===== src/sv/lruwb_pkg.sv =====
`timescale 1ns / 1ps

package lruwb_pkg;

   // Default sizing of the cache.
   localparam int SLOTS_DEF      = 5;
   localparam int OWNER_BITS_DEF = 4;

   // Request operation codes.
   localparam logic [1:0] OP_READ  = 2'd0;
   localparam logic [1:0] OP_WRITE = 2'd1;
   localparam logic [1:0] OP_FLUSH = 2'd2;
   localparam logic [1:0] OP_INVAL = 2'd3;

   // Result kind codes.
   localparam logic [1:0] KIND_WB    = 2'd0;
   localparam logic [1:0] KIND_FILL  = 2'd1;
   localparam logic [1:0] KIND_ACC   = 2'd2;
   localparam logic [1:0] KIND_MAINT = 2'd3;

   // Block size register.
   localparam logic [2:0] LG_RESET = 3'd3;
   localparam logic [2:0] LG_MAX   = 3'd6;

   // Which result beat the datapath builds.
   typedef enum logic [2:0] {
      EMIT_WB_VICTIM = 3'd0,
      EMIT_WB_FLUSH  = 3'd1,
      EMIT_FILL      = 3'd2,
      EMIT_ACC       = 3'd3,
      EMIT_ACC_NULL  = 3'd4,
      EMIT_MAINT     = 3'd5
   } emit_sel_type;

   typedef struct packed {
      logic         latch_req;
      logic         lookup;
      logic         fill;
      logic         touch;
      logic         flush_start;
      logic         flush_next;
      logic         flush_clear;
      logic         inval;
      logic         emit;
      emit_sel_type emit_sel;
   } cmd_type;

   typedef struct packed {
      logic       out_free;
      logic       pid_zero;
      logic [1:0] op;
      logic       hit;
      logic       victim_dirty;
      logic       flush_hit;
      logic       flush_last;
   } status_type;

endpackage


===== src/sv/lruwb_dpath.sv =====
`timescale 1ns / 1ps

module lruwb_dpath #(
   parameter int SLOTS      = lruwb_pkg::SLOTS_DEF,
   parameter int OWNER_BITS = lruwb_pkg::OWNER_BITS_DEF
) (
   input  logic                  clock,
   input  logic                  reset,
   input  logic [71:0]           req_tdata,
   input  logic [1:0]            req_tuser,
   input  logic                  csr_we,
   input  logic [2:0]            csr_wdata,
   input  lruwb_pkg::cmd_type    cmd,
   output lruwb_pkg::status_type status,
   output logic                  rsp_tvalid,
   input  logic                  rsp_tready,
   output logic [47:0]           rsp_tdata,
   output logic [1:0]            rsp_tuser,
   output logic                  rsp_tlast
);

   localparam int SW = $clog2(SLOTS);
   localparam logic [SW-1:0] LAST_RANK = SW'(SLOTS - 1);

   // Slot state.
   logic [OWNER_BITS-1:0] owner_ff [SLOTS];
   logic [OWNER_BITS-1:0] owner_in [SLOTS];
   logic [31:0]           tag_ff   [SLOTS];
   logic [31:0]           tag_in   [SLOTS];
   logic [31:0]           base_ff  [SLOTS];
   logic [31:0]           base_in  [SLOTS];
   logic [SW-1:0]         rank_ff  [SLOTS];
   logic [SW-1:0]         rank_in  [SLOTS];
   logic [SLOTS-1:0]      dirty_ff;
   logic [SLOTS-1:0]      dirty_in;
   logic [2:0]            lg_ff;

   // Latched request and lookup result.
   logic [1:0]            op_ff;
   logic [OWNER_BITS-1:0] pid_ff;
   logic [31:0]           sector_ff;
   logic [31:0]           reqbase_ff;
   logic                  hit_ff;
   logic [SW-1:0]         sel_ff;
   logic [SW-1:0]         fcnt_ff;

   // Output register.
   logic                  rsp_valid_ff;
   logic                  rsp_valid_in;
   logic [1:0]            kind_ff;
   logic [1:0]            kind_in;
   logic [2:0]            slot_ff;
   logic [2:0]            slot_in;
   logic [31:0]           addr_ff;
   logic [31:0]           addr_in;
   logic [5:0]            off_ff;
   logic [5:0]            off_in;
   logic                  hitout_ff;
   logic                  hitout_in;
   logic                  last_ff;
   logic                  last_in;

   logic [7:0]            pid_wide;
   logic [2:0]            lg;
   logic [31:0]           omask;
   logic [31:0]           tag;
   logic [5:0]            offset;
   logic                  match_any;
   logic [SW-1:0]         match_idx;
   logic [SW-1:0]         victim_idx;
   logic [SW-1:0]         flush_idx;
   logic [SW-1:0]         wb_idx;
   logic [31:0]           wb_addr;
   logic [31:0]           req_addr;
   logic [SW-1:0]         sel_rank;

   assign pid_wide = {4'b0000, req_tdata[3:0]};

   always_comb begin
      lg        = (lg_ff > lruwb_pkg::LG_MAX) ? lruwb_pkg::LG_MAX : lg_ff;
      omask     = (32'd1 << lg) - 32'd1;
      tag       = sector_ff & ~omask;
      offset    = sector_ff[5:0] & omask[5:0];
      match_any = 1'b0;
      match_idx = '0;
      victim_idx = '0;
      flush_idx = '0;
      for (int i = SLOTS - 1; i >= 0; i--) begin
         if (owner_ff[i] != '0 && owner_ff[i] == pid_ff && tag_ff[i] == tag) begin
            match_any = 1'b1;
            match_idx = SW'(i);
         end
         if (rank_ff[i] == LAST_RANK) begin
            victim_idx = SW'(i);
         end
         if (rank_ff[i] == fcnt_ff) begin
            flush_idx = SW'(i);
         end
      end
   end

   always_comb begin
      status.out_free     = !rsp_valid_ff || rsp_tready;
      status.pid_zero     = (pid_ff == '0);
      status.op           = op_ff;
      status.hit          = match_any;
      status.victim_dirty = (owner_ff[victim_idx] != '0) && dirty_ff[victim_idx];
      status.flush_hit    = (owner_ff[flush_idx] == pid_ff) && dirty_ff[flush_idx];
      status.flush_last   = (fcnt_ff == LAST_RANK);
   end

   // One adder serves both write-back sources.
   assign wb_idx   = (cmd.emit_sel == lruwb_pkg::EMIT_WB_FLUSH) ? flush_idx : sel_ff;
   assign wb_addr  = base_ff[wb_idx] + tag_ff[wb_idx];
   assign req_addr = reqbase_ff + tag;
   assign sel_rank = rank_ff[sel_ff];

   // Slot state updates; the controller raises one update at a time.
   always_comb begin
      owner_in = owner_ff;
      tag_in   = tag_ff;
      base_in  = base_ff;
      rank_in  = rank_ff;
      dirty_in = dirty_ff;
      if (cmd.fill) begin
         owner_in[sel_ff] = pid_ff;
         tag_in[sel_ff]   = tag;
         base_in[sel_ff]  = reqbase_ff;
         dirty_in[sel_ff] = 1'b0;
      end
      if (cmd.touch) begin
         if (op_ff == lruwb_pkg::OP_WRITE) begin
            dirty_in[sel_ff] = 1'b1;
         end
         for (int i = 0; i < SLOTS; i++) begin
            if (SW'(i) == sel_ff) begin
               rank_in[i] = '0;
            end else if (rank_ff[i] < sel_rank) begin
               rank_in[i] = rank_ff[i] + SW'(1);
            end
         end
      end
      if (cmd.flush_clear) begin
         dirty_in[flush_idx] = 1'b0;
      end
      if (cmd.inval) begin
         for (int i = 0; i < SLOTS; i++) begin
            if (owner_ff[i] == pid_ff) begin
               owner_in[i] = '0;
               tag_in[i]   = '1;
               dirty_in[i] = 1'b0;
            end
         end
      end
   end

   // Result beat assembly.
   always_comb begin
      kind_in   = lruwb_pkg::KIND_MAINT;
      slot_in   = 3'd0;
      addr_in   = 32'd0;
      off_in    = 6'd0;
      hitout_in = 1'b0;
      last_in   = 1'b0;
      case (cmd.emit_sel)
         lruwb_pkg::EMIT_WB_VICTIM, lruwb_pkg::EMIT_WB_FLUSH: begin
            kind_in = lruwb_pkg::KIND_WB;
            slot_in = 3'(wb_idx);
            addr_in = wb_addr;
         end
         lruwb_pkg::EMIT_FILL: begin
            kind_in = lruwb_pkg::KIND_FILL;
            slot_in = 3'(sel_ff);
            addr_in = req_addr;
         end
         lruwb_pkg::EMIT_ACC: begin
            kind_in   = lruwb_pkg::KIND_ACC;
            slot_in   = 3'(sel_ff);
            addr_in   = req_addr;
            off_in    = offset;
            hitout_in = hit_ff;
            last_in   = 1'b1;
         end
         lruwb_pkg::EMIT_ACC_NULL: begin
            kind_in = lruwb_pkg::KIND_ACC;
            last_in = 1'b1;
         end
         default: begin
            kind_in = lruwb_pkg::KIND_MAINT;
            last_in = 1'b1;
         end
      endcase
   end

   always_comb begin
      rsp_valid_in = rsp_valid_ff;
      if (cmd.emit) begin
         rsp_valid_in = 1'b1;
      end else if (rsp_tready) begin
         rsp_valid_in = 1'b0;
      end
   end

   always_ff @(posedge clock) begin
      if (reset) begin
         for (int i = 0; i < SLOTS; i++) begin
            owner_ff[i] <= '0;
            tag_ff[i]   <= '1;
            base_ff[i]  <= '0;
            rank_ff[i]  <= SW'(i);
         end
         dirty_ff     <= '0;
         lg_ff        <= lruwb_pkg::LG_RESET;
         rsp_valid_ff <= 1'b0;
         fcnt_ff      <= '0;
      end else begin
         owner_ff     <= owner_in;
         tag_ff       <= tag_in;
         base_ff      <= base_in;
         rank_ff      <= rank_in;
         dirty_ff     <= dirty_in;
         rsp_valid_ff <= rsp_valid_in;
         if (csr_we) begin
            lg_ff <= csr_wdata;
         end
         if (cmd.flush_start) begin
            fcnt_ff <= '0;
         end else if (cmd.flush_next) begin
            fcnt_ff <= fcnt_ff + SW'(1);
         end
      end
   end

   always_ff @(posedge clock) begin
      if (cmd.latch_req) begin
         op_ff      <= req_tuser;
         pid_ff     <= pid_wide[OWNER_BITS-1:0];
         sector_ff  <= req_tdata[35:4];
         reqbase_ff <= req_tdata[67:36];
      end
      if (cmd.lookup) begin
         hit_ff <= match_any;
         sel_ff <= match_any ? match_idx : victim_idx;
      end
      if (cmd.emit) begin
         kind_ff   <= kind_in;
         slot_ff   <= slot_in;
         addr_ff   <= addr_in;
         off_ff    <= off_in;
         hitout_ff <= hitout_in;
         last_ff   <= last_in;
      end
   end

   assign rsp_tvalid = rsp_valid_ff;
   assign rsp_tuser  = kind_ff;
   assign rsp_tlast  = last_ff;
   assign rsp_tdata  = {6'd0, hitout_ff, off_ff, addr_ff, slot_ff};

endmodule


===== src/sv/lruwb_ctrl.sv =====
`timescale 1ns / 1ps

module lruwb_ctrl (
   input  logic                  clock,
   input  logic                  reset,
   input  logic                  req_tvalid,
   output logic                  req_tready,
   input  lruwb_pkg::status_type status,
   output lruwb_pkg::cmd_type    cmd
);

   typedef enum logic [9:0] {
      ST_IDLE   = 10'b00_0000_0001,
      ST_DECODE = 10'b00_0000_0010,
      ST_LOOKUP = 10'b00_0000_0100,
      ST_EVICT  = 10'b00_0000_1000,
      ST_FILL   = 10'b00_0001_0000,
      ST_ACCESS = 10'b00_0010_0000,
      ST_NULL   = 10'b00_0100_0000,
      ST_FLUSH  = 10'b00_1000_0000,
      ST_INVAL  = 10'b01_0000_0000,
      ST_MAINT  = 10'b10_0000_0000
   } state_type;

   state_type state_ff;
   state_type state_in;

   assign req_tready = (state_ff == ST_IDLE);

   always_comb begin
      state_in     = state_ff;
      cmd          = '0;
      cmd.emit_sel = lruwb_pkg::EMIT_MAINT;
      case (state_ff)
         ST_IDLE: begin
            if (req_tvalid) begin
               cmd.latch_req = 1'b1;
               state_in      = ST_DECODE;
            end
         end
         ST_DECODE: begin
            if (status.pid_zero) begin
               if (status.op == lruwb_pkg::OP_READ || status.op == lruwb_pkg::OP_WRITE) begin
                  state_in = ST_NULL;
               end else begin
                  state_in = ST_MAINT;
               end
            end else if (status.op == lruwb_pkg::OP_FLUSH) begin
               cmd.flush_start = 1'b1;
               state_in        = ST_FLUSH;
            end else if (status.op == lruwb_pkg::OP_INVAL) begin
               state_in = ST_INVAL;
            end else begin
               state_in = ST_LOOKUP;
            end
         end
         ST_LOOKUP: begin
            cmd.lookup = 1'b1;
            if (status.hit) begin
               state_in = ST_ACCESS;
            end else if (status.victim_dirty) begin
               state_in = ST_EVICT;
            end else begin
               state_in = ST_FILL;
            end
         end
         ST_EVICT: begin
            if (status.out_free) begin
               cmd.emit     = 1'b1;
               cmd.emit_sel = lruwb_pkg::EMIT_WB_VICTIM;
               state_in     = ST_FILL;
            end
         end
         ST_FILL: begin
            if (status.out_free) begin
               cmd.emit     = 1'b1;
               cmd.emit_sel = lruwb_pkg::EMIT_FILL;
               cmd.fill     = 1'b1;
               state_in     = ST_ACCESS;
            end
         end
         ST_ACCESS: begin
            if (status.out_free) begin
               cmd.emit     = 1'b1;
               cmd.emit_sel = lruwb_pkg::EMIT_ACC;
               cmd.touch    = 1'b1;
               state_in     = ST_IDLE;
            end
         end
         ST_NULL: begin
            if (status.out_free) begin
               cmd.emit     = 1'b1;
               cmd.emit_sel = lruwb_pkg::EMIT_ACC_NULL;
               state_in     = ST_IDLE;
            end
         end
         ST_FLUSH: begin
            // A clean or foreign slot is skipped without waiting on the output.
            if (!status.flush_hit || status.out_free) begin
               if (status.flush_hit) begin
                  cmd.emit        = 1'b1;
                  cmd.emit_sel    = lruwb_pkg::EMIT_WB_FLUSH;
                  cmd.flush_clear = 1'b1;
               end
               if (status.flush_last) begin
                  state_in = ST_MAINT;
               end else begin
                  cmd.flush_next = 1'b1;
               end
            end
         end
         ST_INVAL: begin
            cmd.inval = 1'b1;
            state_in  = ST_MAINT;
         end
         ST_MAINT: begin
            if (status.out_free) begin
               cmd.emit     = 1'b1;
               cmd.emit_sel = lruwb_pkg::EMIT_MAINT;
               state_in     = ST_IDLE;
            end
         end
         default: begin
            state_in = ST_IDLE;
         end
      endcase
   end

   always_ff @(posedge clock) begin
      if (reset) begin
         state_ff <= ST_IDLE;
      end else begin
         state_ff <= state_in;
      end
   end

endmodule


===== src/sv/lru_writeback_block_cache.sv =====
`timescale 1ns / 1ps

// Tag and replacement controller for a small fully associative write-back
// block cache shared by several partitions. Requests arrive as beats on the
// req_ channel; each request produces one or more result beats on the rsp_
// channel, and rsp_tlast marks the final beat of a request.
// A request is taken only when the block is idle. A read or write that hits
// passes decode, lookup and access states, loading its single beat into the
// output register in the access state; a miss adds a fill state for the fill
// beat and, for a dirty victim, an evict state. A flush walks the slots in
// recency order, one slot per cycle unless a write-back beat waits on a
// stalled receiver, loading each write-back beat as it visits the slot. An
// invalidate passes decode, invalidate and maintenance states; a partition
// zero request passes decode, then null or maintenance. The controller moves
// one beat per cycle, unless stalled, through a single output register.
// A synchronous reset empties every slot, restores the recency order so that
// slot i has rank i, clears the output valid flag and sets the block size
// register to 8 sectors. The block size register may be written at any idle
// time through csr_we and csr_wdata.
// When the receiver holds rsp_tready low the pending beat stays in the output
// register and the controller waits before issuing the next one.

module lru_writeback_block_cache #(
   parameter int SLOTS      = lruwb_pkg::SLOTS_DEF,
   parameter int OWNER_BITS = lruwb_pkg::OWNER_BITS_DEF
) (
   input  logic        clock,
   input  logic        reset,
   // Request channel.
   input  logic        req_tvalid,
   output logic        req_tready,
   input  logic [71:0] req_tdata,   // partition_id[3:0], sector_index[35:4],
                                    // partition_base[67:36], zero fill above
   input  logic [1:0]  req_tuser,   // operation[1:0]
   // Result channel.
   output logic        rsp_tvalid,
   input  logic        rsp_tready,
   output logic [47:0] rsp_tdata,   // slot[2:0], device_block_addr[34:3],
                                    // sector_offset[40:35], hit[41], zero fill
   output logic [1:0]  rsp_tuser,   // kind[1:0]
   output logic        rsp_tlast,   // last
   // Block size register, log2 of sectors per block.
   input  logic        csr_we,
   input  logic [2:0]  csr_wdata
);

   // The controller only sequences; all slot state lives in the datapath.
   lruwb_pkg::cmd_type    cmd;
   lruwb_pkg::status_type status;

   lruwb_ctrl u_ctrl (
      .clock      (clock),
      .reset      (reset),
      .req_tvalid (req_tvalid),
      .req_tready (req_tready),
      .status     (status),
      .cmd        (cmd)
   );

   lruwb_dpath #(
      .SLOTS      (SLOTS),
      .OWNER_BITS (OWNER_BITS)
   ) u_dpath (
      .clock      (clock),
      .reset      (reset),
      .req_tdata  (req_tdata),
      .req_tuser  (req_tuser),
      .csr_we     (csr_we),
      .csr_wdata  (csr_wdata),
      .cmd        (cmd),
      .status     (status),
      .rsp_tvalid (rsp_tvalid),
      .rsp_tready (rsp_tready),
      .rsp_tdata  (rsp_tdata),
      .rsp_tuser  (rsp_tuser),
      .rsp_tlast  (rsp_tlast)
   );

endmodule


===== config.mk =====
export PLATFORM = sky130hd
export DESIGN_NAME = lru_writeback_block_cache
export DESIGN_NICKNAME = d
export VERILOG_FILES = /design/src/sv/lruwb_pkg.sv /design/src/sv/lruwb_dpath.sv /design/src/sv/lruwb_ctrl.sv /design/src/sv/lru_writeback_block_cache.sv
export SDC_FILE = /design/constraint.sdc
export NUM_CORES = 1
export LEC_CHECK = 0
export BUFFER_PORTS_ARGS = -buffer_cell sky130_fd_sc_hd__buf_2
export CORE_MARGIN = 5
export CORE_UTILIZATION = 35
export DETAILED_ROUTE_END_ITERATION = 6
export PLACE_DENSITY = 0.56
export SLEW_MARGIN = 20
export SYNTH_ARGS = -nofsm -noshare
export SYNTH_HDL_FRONTEND = slang
export SYNTH_SLANG_ARGS = --single-unit

===== constraint.sdc =====
create_clock -name clock -period 9.2 [get_ports clock]
set_input_delay 0.92 -clock clock [delete_from_list [all_inputs] [get_ports clock]]
set_output_delay 0.92 -clock clock [all_outputs]
set_load 0.01 [all_outputs]

[Yosys cells after proc, flatten, opt, wreduce, memory -nomap -nowiden]
Index checks and enable logic that the tools add are counted.
Widths: inputs -> output; s select.
Operators by class
  add/subtract/negate cells: 9
  order comparisons: 16
  equality and inequality tests: 49
  shift operators: 1
  muxes and demuxes: 128
  bitwise logic cells: 12
  reductions and logical operators: 48
Operator list (count)
  $bwmux 160: 2
  $mux 160: 2
  $mux 32: 10
  $bmux 32 s3: 2
  $eq 32x32->1: 5
  $demux 32 s3: 1
  $mux 3: 30
  $mux 10: 8
  $pmux 10 s8: 1
  $mux 4: 17
  $add 32x32->32: 2
  $pmux 32 s2: 1
  $mux 20: 2
  $and 32x32->32: 1
  $not 32->32: 1
  $shl 1x3->32 const A: 1
  $sub 32x1->32 const B: 1
  $mux 5: 6
  $mux 1: 29
  $bmux 4 s3: 2
  $eq 4x4->1: 6
  $pmux 4 s6: 1
  $reduce_bool 4->1: 6
  $eq 3x3->1 const B: 7
  other kinds (53): 119
Storage, ports and cells
  flip-flop bits (word level): 496
  bits of input ports: 82
  output and inout bits: 53
  word-level logic and storage cells: 300

[Logic depth before layout (Yosys ltp)]
  depth after elaboration: 24
  mapped depth: 30
  depth with buffers taken out: 26

[Modules after synthesis]
From an unflattened synthesis, not the netlist that was laid out.
Second synthesis, totals
  cells, all modules: 2950
  area total of the unflattened synthesis: 26284.0 sq um
By module, submodules not included
  lruwb_dpath: times used 1, cells an instance 2842, area an instance 25444.4 sq um, seq. area each 10920.5 sq um
  lruwb_ctrl: times used 1, cells an instance 108, area an instance 839.6 sq um, seq. area each 200.2 sq um

[Least setup slack after synthesis]
No wires, ideal clock.
  path kind: register to register
  start point: register u_dpath.fcnt_ff[1]
  end point: register u_dpath.addr_ff[30], data pin
  library setup time: 0.271 ns
  data arrival time: 5.710 ns
  required time: 8.929 ns
  slack: 3.219 ns
  cell stages (with the launch flop): 30
  path buffers: 4
  period minus slack after synthesis: 5.981 ns
  cells stage by stage: dfxtp_1 -> buf_4 -> xor2_1 -> or3_1 -> buf_6 -> a31o_1 -> a222oi_1 -> nand4b_1 -> mux2i_2 -> nand4_4 -> buf_4 -> mux2i_1 -> nor2_1 -> clkbuf_1 -> a32o_1 -> ha_1 -> inv_1 -> fa_1 -> nor2b_1 -> o21ai_0 -> a21boi_0 -> o31a_1 -> o31ai_1 -> a31oi_1 -> o211ai_1 -> a31oi_1 -> o21ai_0 -> nand2b_1 -> xnor2_1 -> o22ai_1
Between the ends
  word-level cells in the longest chain between the ends: 24
  elaborated cells on any way between the ends: 39
  classes of those cells: add/sub (1); eq/ne (9); mux (21); bitwise (2); reduce/logical (6)
Ends and longest elaborated chain
  start, declared: line lruwb_dpath.sv:45  | logic [SW-1:0] fcnt_ff;
  start signal, assigned: line lruwb_dpath.sv:229  | fcnt_ff <= fcnt_ff + SW'(1);
  $eq 3x3->1: line lruwb_dpath.sv:96  | if (rank_ff[i] == fcnt_ff) begin
  $mux 3 (4 in a row): line lruwb_dpath.sv:96
  $mux 3 (*): line lruwb_dpath.sv:96
  $not 3->4 (not written as such): line lruwb_dpath.sv:108  | status.flush_hit = (owner_ff[flush_idx] == pid_ff) && dirty_ff[flush_idx];
  $bmux 4 s3: line lruwb_dpath.sv:108
  $mux 4 (not written as such) (2 in a row): line lruwb_dpath.sv:108
  $eq 4x4->1: line lruwb_dpath.sv:108
  $logic_and 1x1->1: line lruwb_dpath.sv:108
  [... 3 more ...]
  $pmux 4 s6: line lruwb_ctrl.sv:34  | case (state_ff)
  $eq 3x1->1: line lruwb_dpath.sv:113, lruwb_dpath.sv:165
  $mux 3: line lruwb_dpath.sv:113  | assign wb_idx = (cmd.emit_sel == lruwb_pkg::EMIT_WB_FLUSH) ? flush_idx : sel_ff;
  $not 3->4 (not written as such): line lruwb_dpath.sv:114  | assign wb_addr = base_ff[wb_idx] + tag_ff[wb_idx];
  $bmux 32 s3: line lruwb_dpath.sv:114
  $mux 32 (not written as such) (2 in a row): line lruwb_dpath.sv:114
  $add 32x32->32: line lruwb_dpath.sv:114
  $pmux 32 s2 (*): line lruwb_dpath.sv:165  | case (cmd.emit_sel)
  end signal, assigned: line lruwb_dpath.sv:248  | addr_ff <= addr_in;
  end, declared: line lruwb_dpath.sv:54  | logic [31:0] addr_ff;
Every way passes the cells marked *; elsewhere a longest branch is shown, timed or not. The select of a mux whose other input is x is not followed.
A chain may end at the register's enable or synchronous reset.

[Worst setup path in the final report]
  start point: register u_dpath.fcnt_ff[1]
  end point: register u_dpath.addr_ff[31], data pin
The elaborated chain is that of the path after synthesis.

==> qor.yml <==
fin_ws_ps: 943
clk_latency_ps: 620
crit_required_ps: 9550
hp-class: "flip-flop to flip-flop"
placed_cell_area_mm2: 0.0280
final_cell_mix: "837 x nand2_1, 377 x dfxtp_1, 214 x a21oi_1, 157 x xnor2_1, 142 x nand3_1"
die_h_um: 285
tightestPinTransition_ps: 1170
post_cts_buffers: 0
yosysUniqueCellTypes: 74
diodes: 0
port_buffers: 124
synth_edf_count: 119
ys.flop_type: "dfxtp_1"
hold_depth: 2
crit_type: "flip-flop to flip-flop"
area_delta_synth_final_pct: 12.9
ant_nets: 0
hold_violations: 0
synthTopCellsByArea: "dfxtp_1 28%, edfxtp_1 13%, nand2_1 12%, mux2i_1 5.2%, xnor2_1 5.2%"
tns_ps: 0
fin_skew_ps: 26.3
numClockSinks: 496
clk_transition_reported_paths_ps: 60
synth_top_cell_by_area: "dfxtp_1"
ys_ff_latch: 496
violations: "design-rule violations"
nets: 3300
synth_seq_area_share: 0.419
cts_hold_buf: 0
drt_iter0_drc: 1912
place_congestion: 0.897
status: "finished, violations left"
cts_buffers: 57
crit_path_end_kind: "flip-flop"
reg2reg_setup_slack_ps: 940
grt-ovfl-total: 0
synth_top_area_share: 0.284
die_area_mm2: 0.0814
fmax_mhz: 121
rr_startpoint: "u_dpath.fcnt_ff[1]"
cts_resized: 0
cp_slowest_stage_delay_ps: 800
relSlewSlack: 0.220
ir_drop_uv: 115
avgSynthCellArea_um2: 8.51
firstDrtPassIters: 7
ioPinCount: 135
final_common_cell: "nand2_1"
cp_slowest_cell: "mux2i_4"
wirelength_mm: 89.1
core_mm2: 0.0756
syn_inst: 3117
start_util: 0.351
critPathLaunchType: "flip-flop"
dp_hpwl_mm: 56.5
stdcell_area_mm2: 0.0299
worst-r2r-cell-count: 24
drc: 3
period_needed_ps: 8260
setup_violations: 0
slew_violations: 0
drive_gt1_frac: 0.0956
cts_tree: "yes"
grt_usage: 0.209
synthArstFlopShare: 0
path_max_fanout: 47
die_w_um: 285
dp.cells: 4048
place_ws_ps: 1120
rsz0062_at_grt: "no"
num_rows: 101
wire_per_inst_um: 21.4
vias_per_cell: 5.42
cp_data_arrival_time_ps: 8610
instances_no_fill: 4157
antenna_found_initial: 2
grt_pass1_wl_mm: 134
p_per_area_mw_per_mm2: 168
min_period_over_period: 0.897
crit_start: "u_dpath.fcnt_ff[1]"
worstReg2RegEnd: "u_dpath.addr_ff[31]"
worstHoldStart: "u_dpath.base_ff[145]"
synth_area_mm2: 0.0265
vias: 22543
total_leakage_power_uw: 0.0115
whs_endpoint: "u_dpath.base_ff[145]"
cts_buffer_depth: 3
grt_max_degree: 85
grt_pass1_vias: 20985
yosysWarnings: 0
cts_max_level: 2
ctsRootBufferMaster: "clkbuf_16"
path_cells: "xor2_1 -> or3_1 -> nand3_1 -> nor3_1 -> nor4_1 -> nor4_2 -> nand4_4 -> mux2i_4 -> buf_12 -> buf_4 -> mux2i_1 -> nand2_1 -> a32o_1 -> ha_1 -> a21oi_1 -> nor2b_1 -> o21ai_0 -> nand2b_1 -> a31oi_1 -> a22oi_1 -> a31oi_1 -> nor2_1 -> a32oi_1 -> nand2_1"
cap_violations: 0
==> sequential cells by signal, indices dropped and copies added (netlist names), 4 cells and up <==
name                count
u_dpath.dirty_ff        5
u_dpath.base_ff       160
u_dpath.rank_ff        15
u_dpath.owner_ff       20
u_dpath.tag_ff        160
u_dpath.off_ff          6
u_dpath.pid_ff          4
u_dpath.reqbase_ff     32
u_ctrl.state_ff        10
u_dpath.addr_ff        32
u_dpath.sector_ff      32
==> metrics by stage <==
step / hold WS, ps / total power, µW / util
after floorplan: 436 / 2600 / -
after global placement: 441 / 2730 / 0.370
after detailed placement: 446 / 2730 / 0.370
after CTS: 434 / 5060 / 0.395
after global routing: 438 / 5190 / 0.396
final: 453 / 5020 / 0.396
==> worst max-delay path: cells and delay by family, from the launching register on <==
family	cells	cell delay, ps
buffers and inverters	2	1070
AND/OR/NAND/NOR	11	2640
multiplexers	2	1060
XOR/XNOR	1	370
flip-flops	1	570
AO/OA/AOI/OAI	7	1840
adder cells (fa/ha/maj)	1	360
==> cell families after synthesis <==
group	Yosys count	share of synthesized area
AND/OR/NAND/NOR	1300	0.213
AO/OA/AOI/OAI	566	0.140
flip-flops	496	0.419
XOR/XNOR	261	0.0864
buffers and inverters	260	0.0425
multiplexers	145	0.0568
adder cells (fa/ha/maj)	87	0.0416
other	2	0.000283
==> cells in the mapped netlist (15+ instances only) <==
cell,instances
nor3_1,35
xnor2_1,157
buf_1,21
nand3_1,143
o211ai_1,58
a21boi_0,22
edfxtp_1,119
a31oi_1,21
clkbuf_1,158
buf_4,23
nor2_1,89
o22ai_1,20
nand2_1,841
xor2_1,103
nor2b_1,22
and3_1,15
o21ai_0,61
mux2i_1,138
nand4_1,34
a32o_1,62
dfxtp_1,377
a21oi_1,219
a21o_1,18
nand2b_1,28
ha_1,85
inv_1,42
nor4_1,39
==> report_power, final <==
group	leakage (µW)	internal (µW)	total, µW	switching [µW]
Clock	0.000930	1370	2330	960
Combinational	0.00639	134	347	212
Sequential	0.00423	2270	2340	79.2
Total	0.0115	3770	5020	1250
==> area by class of cell <==
type | count | area [µm²]
multi-input combinational | 2367 | 14500
sequential | 496 | 11100
clock inverter | 31 | 297
inverter | 45 | 169
tap | 978 | 1220
timing repair buffer | 164 | 1010
clock buffer | 76 | 1610
fill | 7672 | 45600
==> metal layers <==
metal | part of all wire | up-vias | GRT usage
met1 | 0.45 | 10840 | 0.288
met2 | 0.47 | 672 | 0.347
met4 | 0.028 | 0 | 0.0589
met5 | 0 | - | 0
li1 | - | 10880 | -
met3 | 0.055 | 151 | 0.0245
==> worst max-delay path by stage <==
stage	end	slack, ps	cells past startpoint
finish	u_dpath.addr_ff[31]	940	24
global route	u_dpath.addr_ff[31]	420	24
floorplan	u_dpath.addr_ff[30]	3220	29
CTS	u_dpath.addr_ff[31]	1090	24
detailed placement	u_dpath.addr_ff[31]	1120	24
global placement	u_dpath.addr_ff[30]	1140	24
Power figures use the tool's default switching activity.
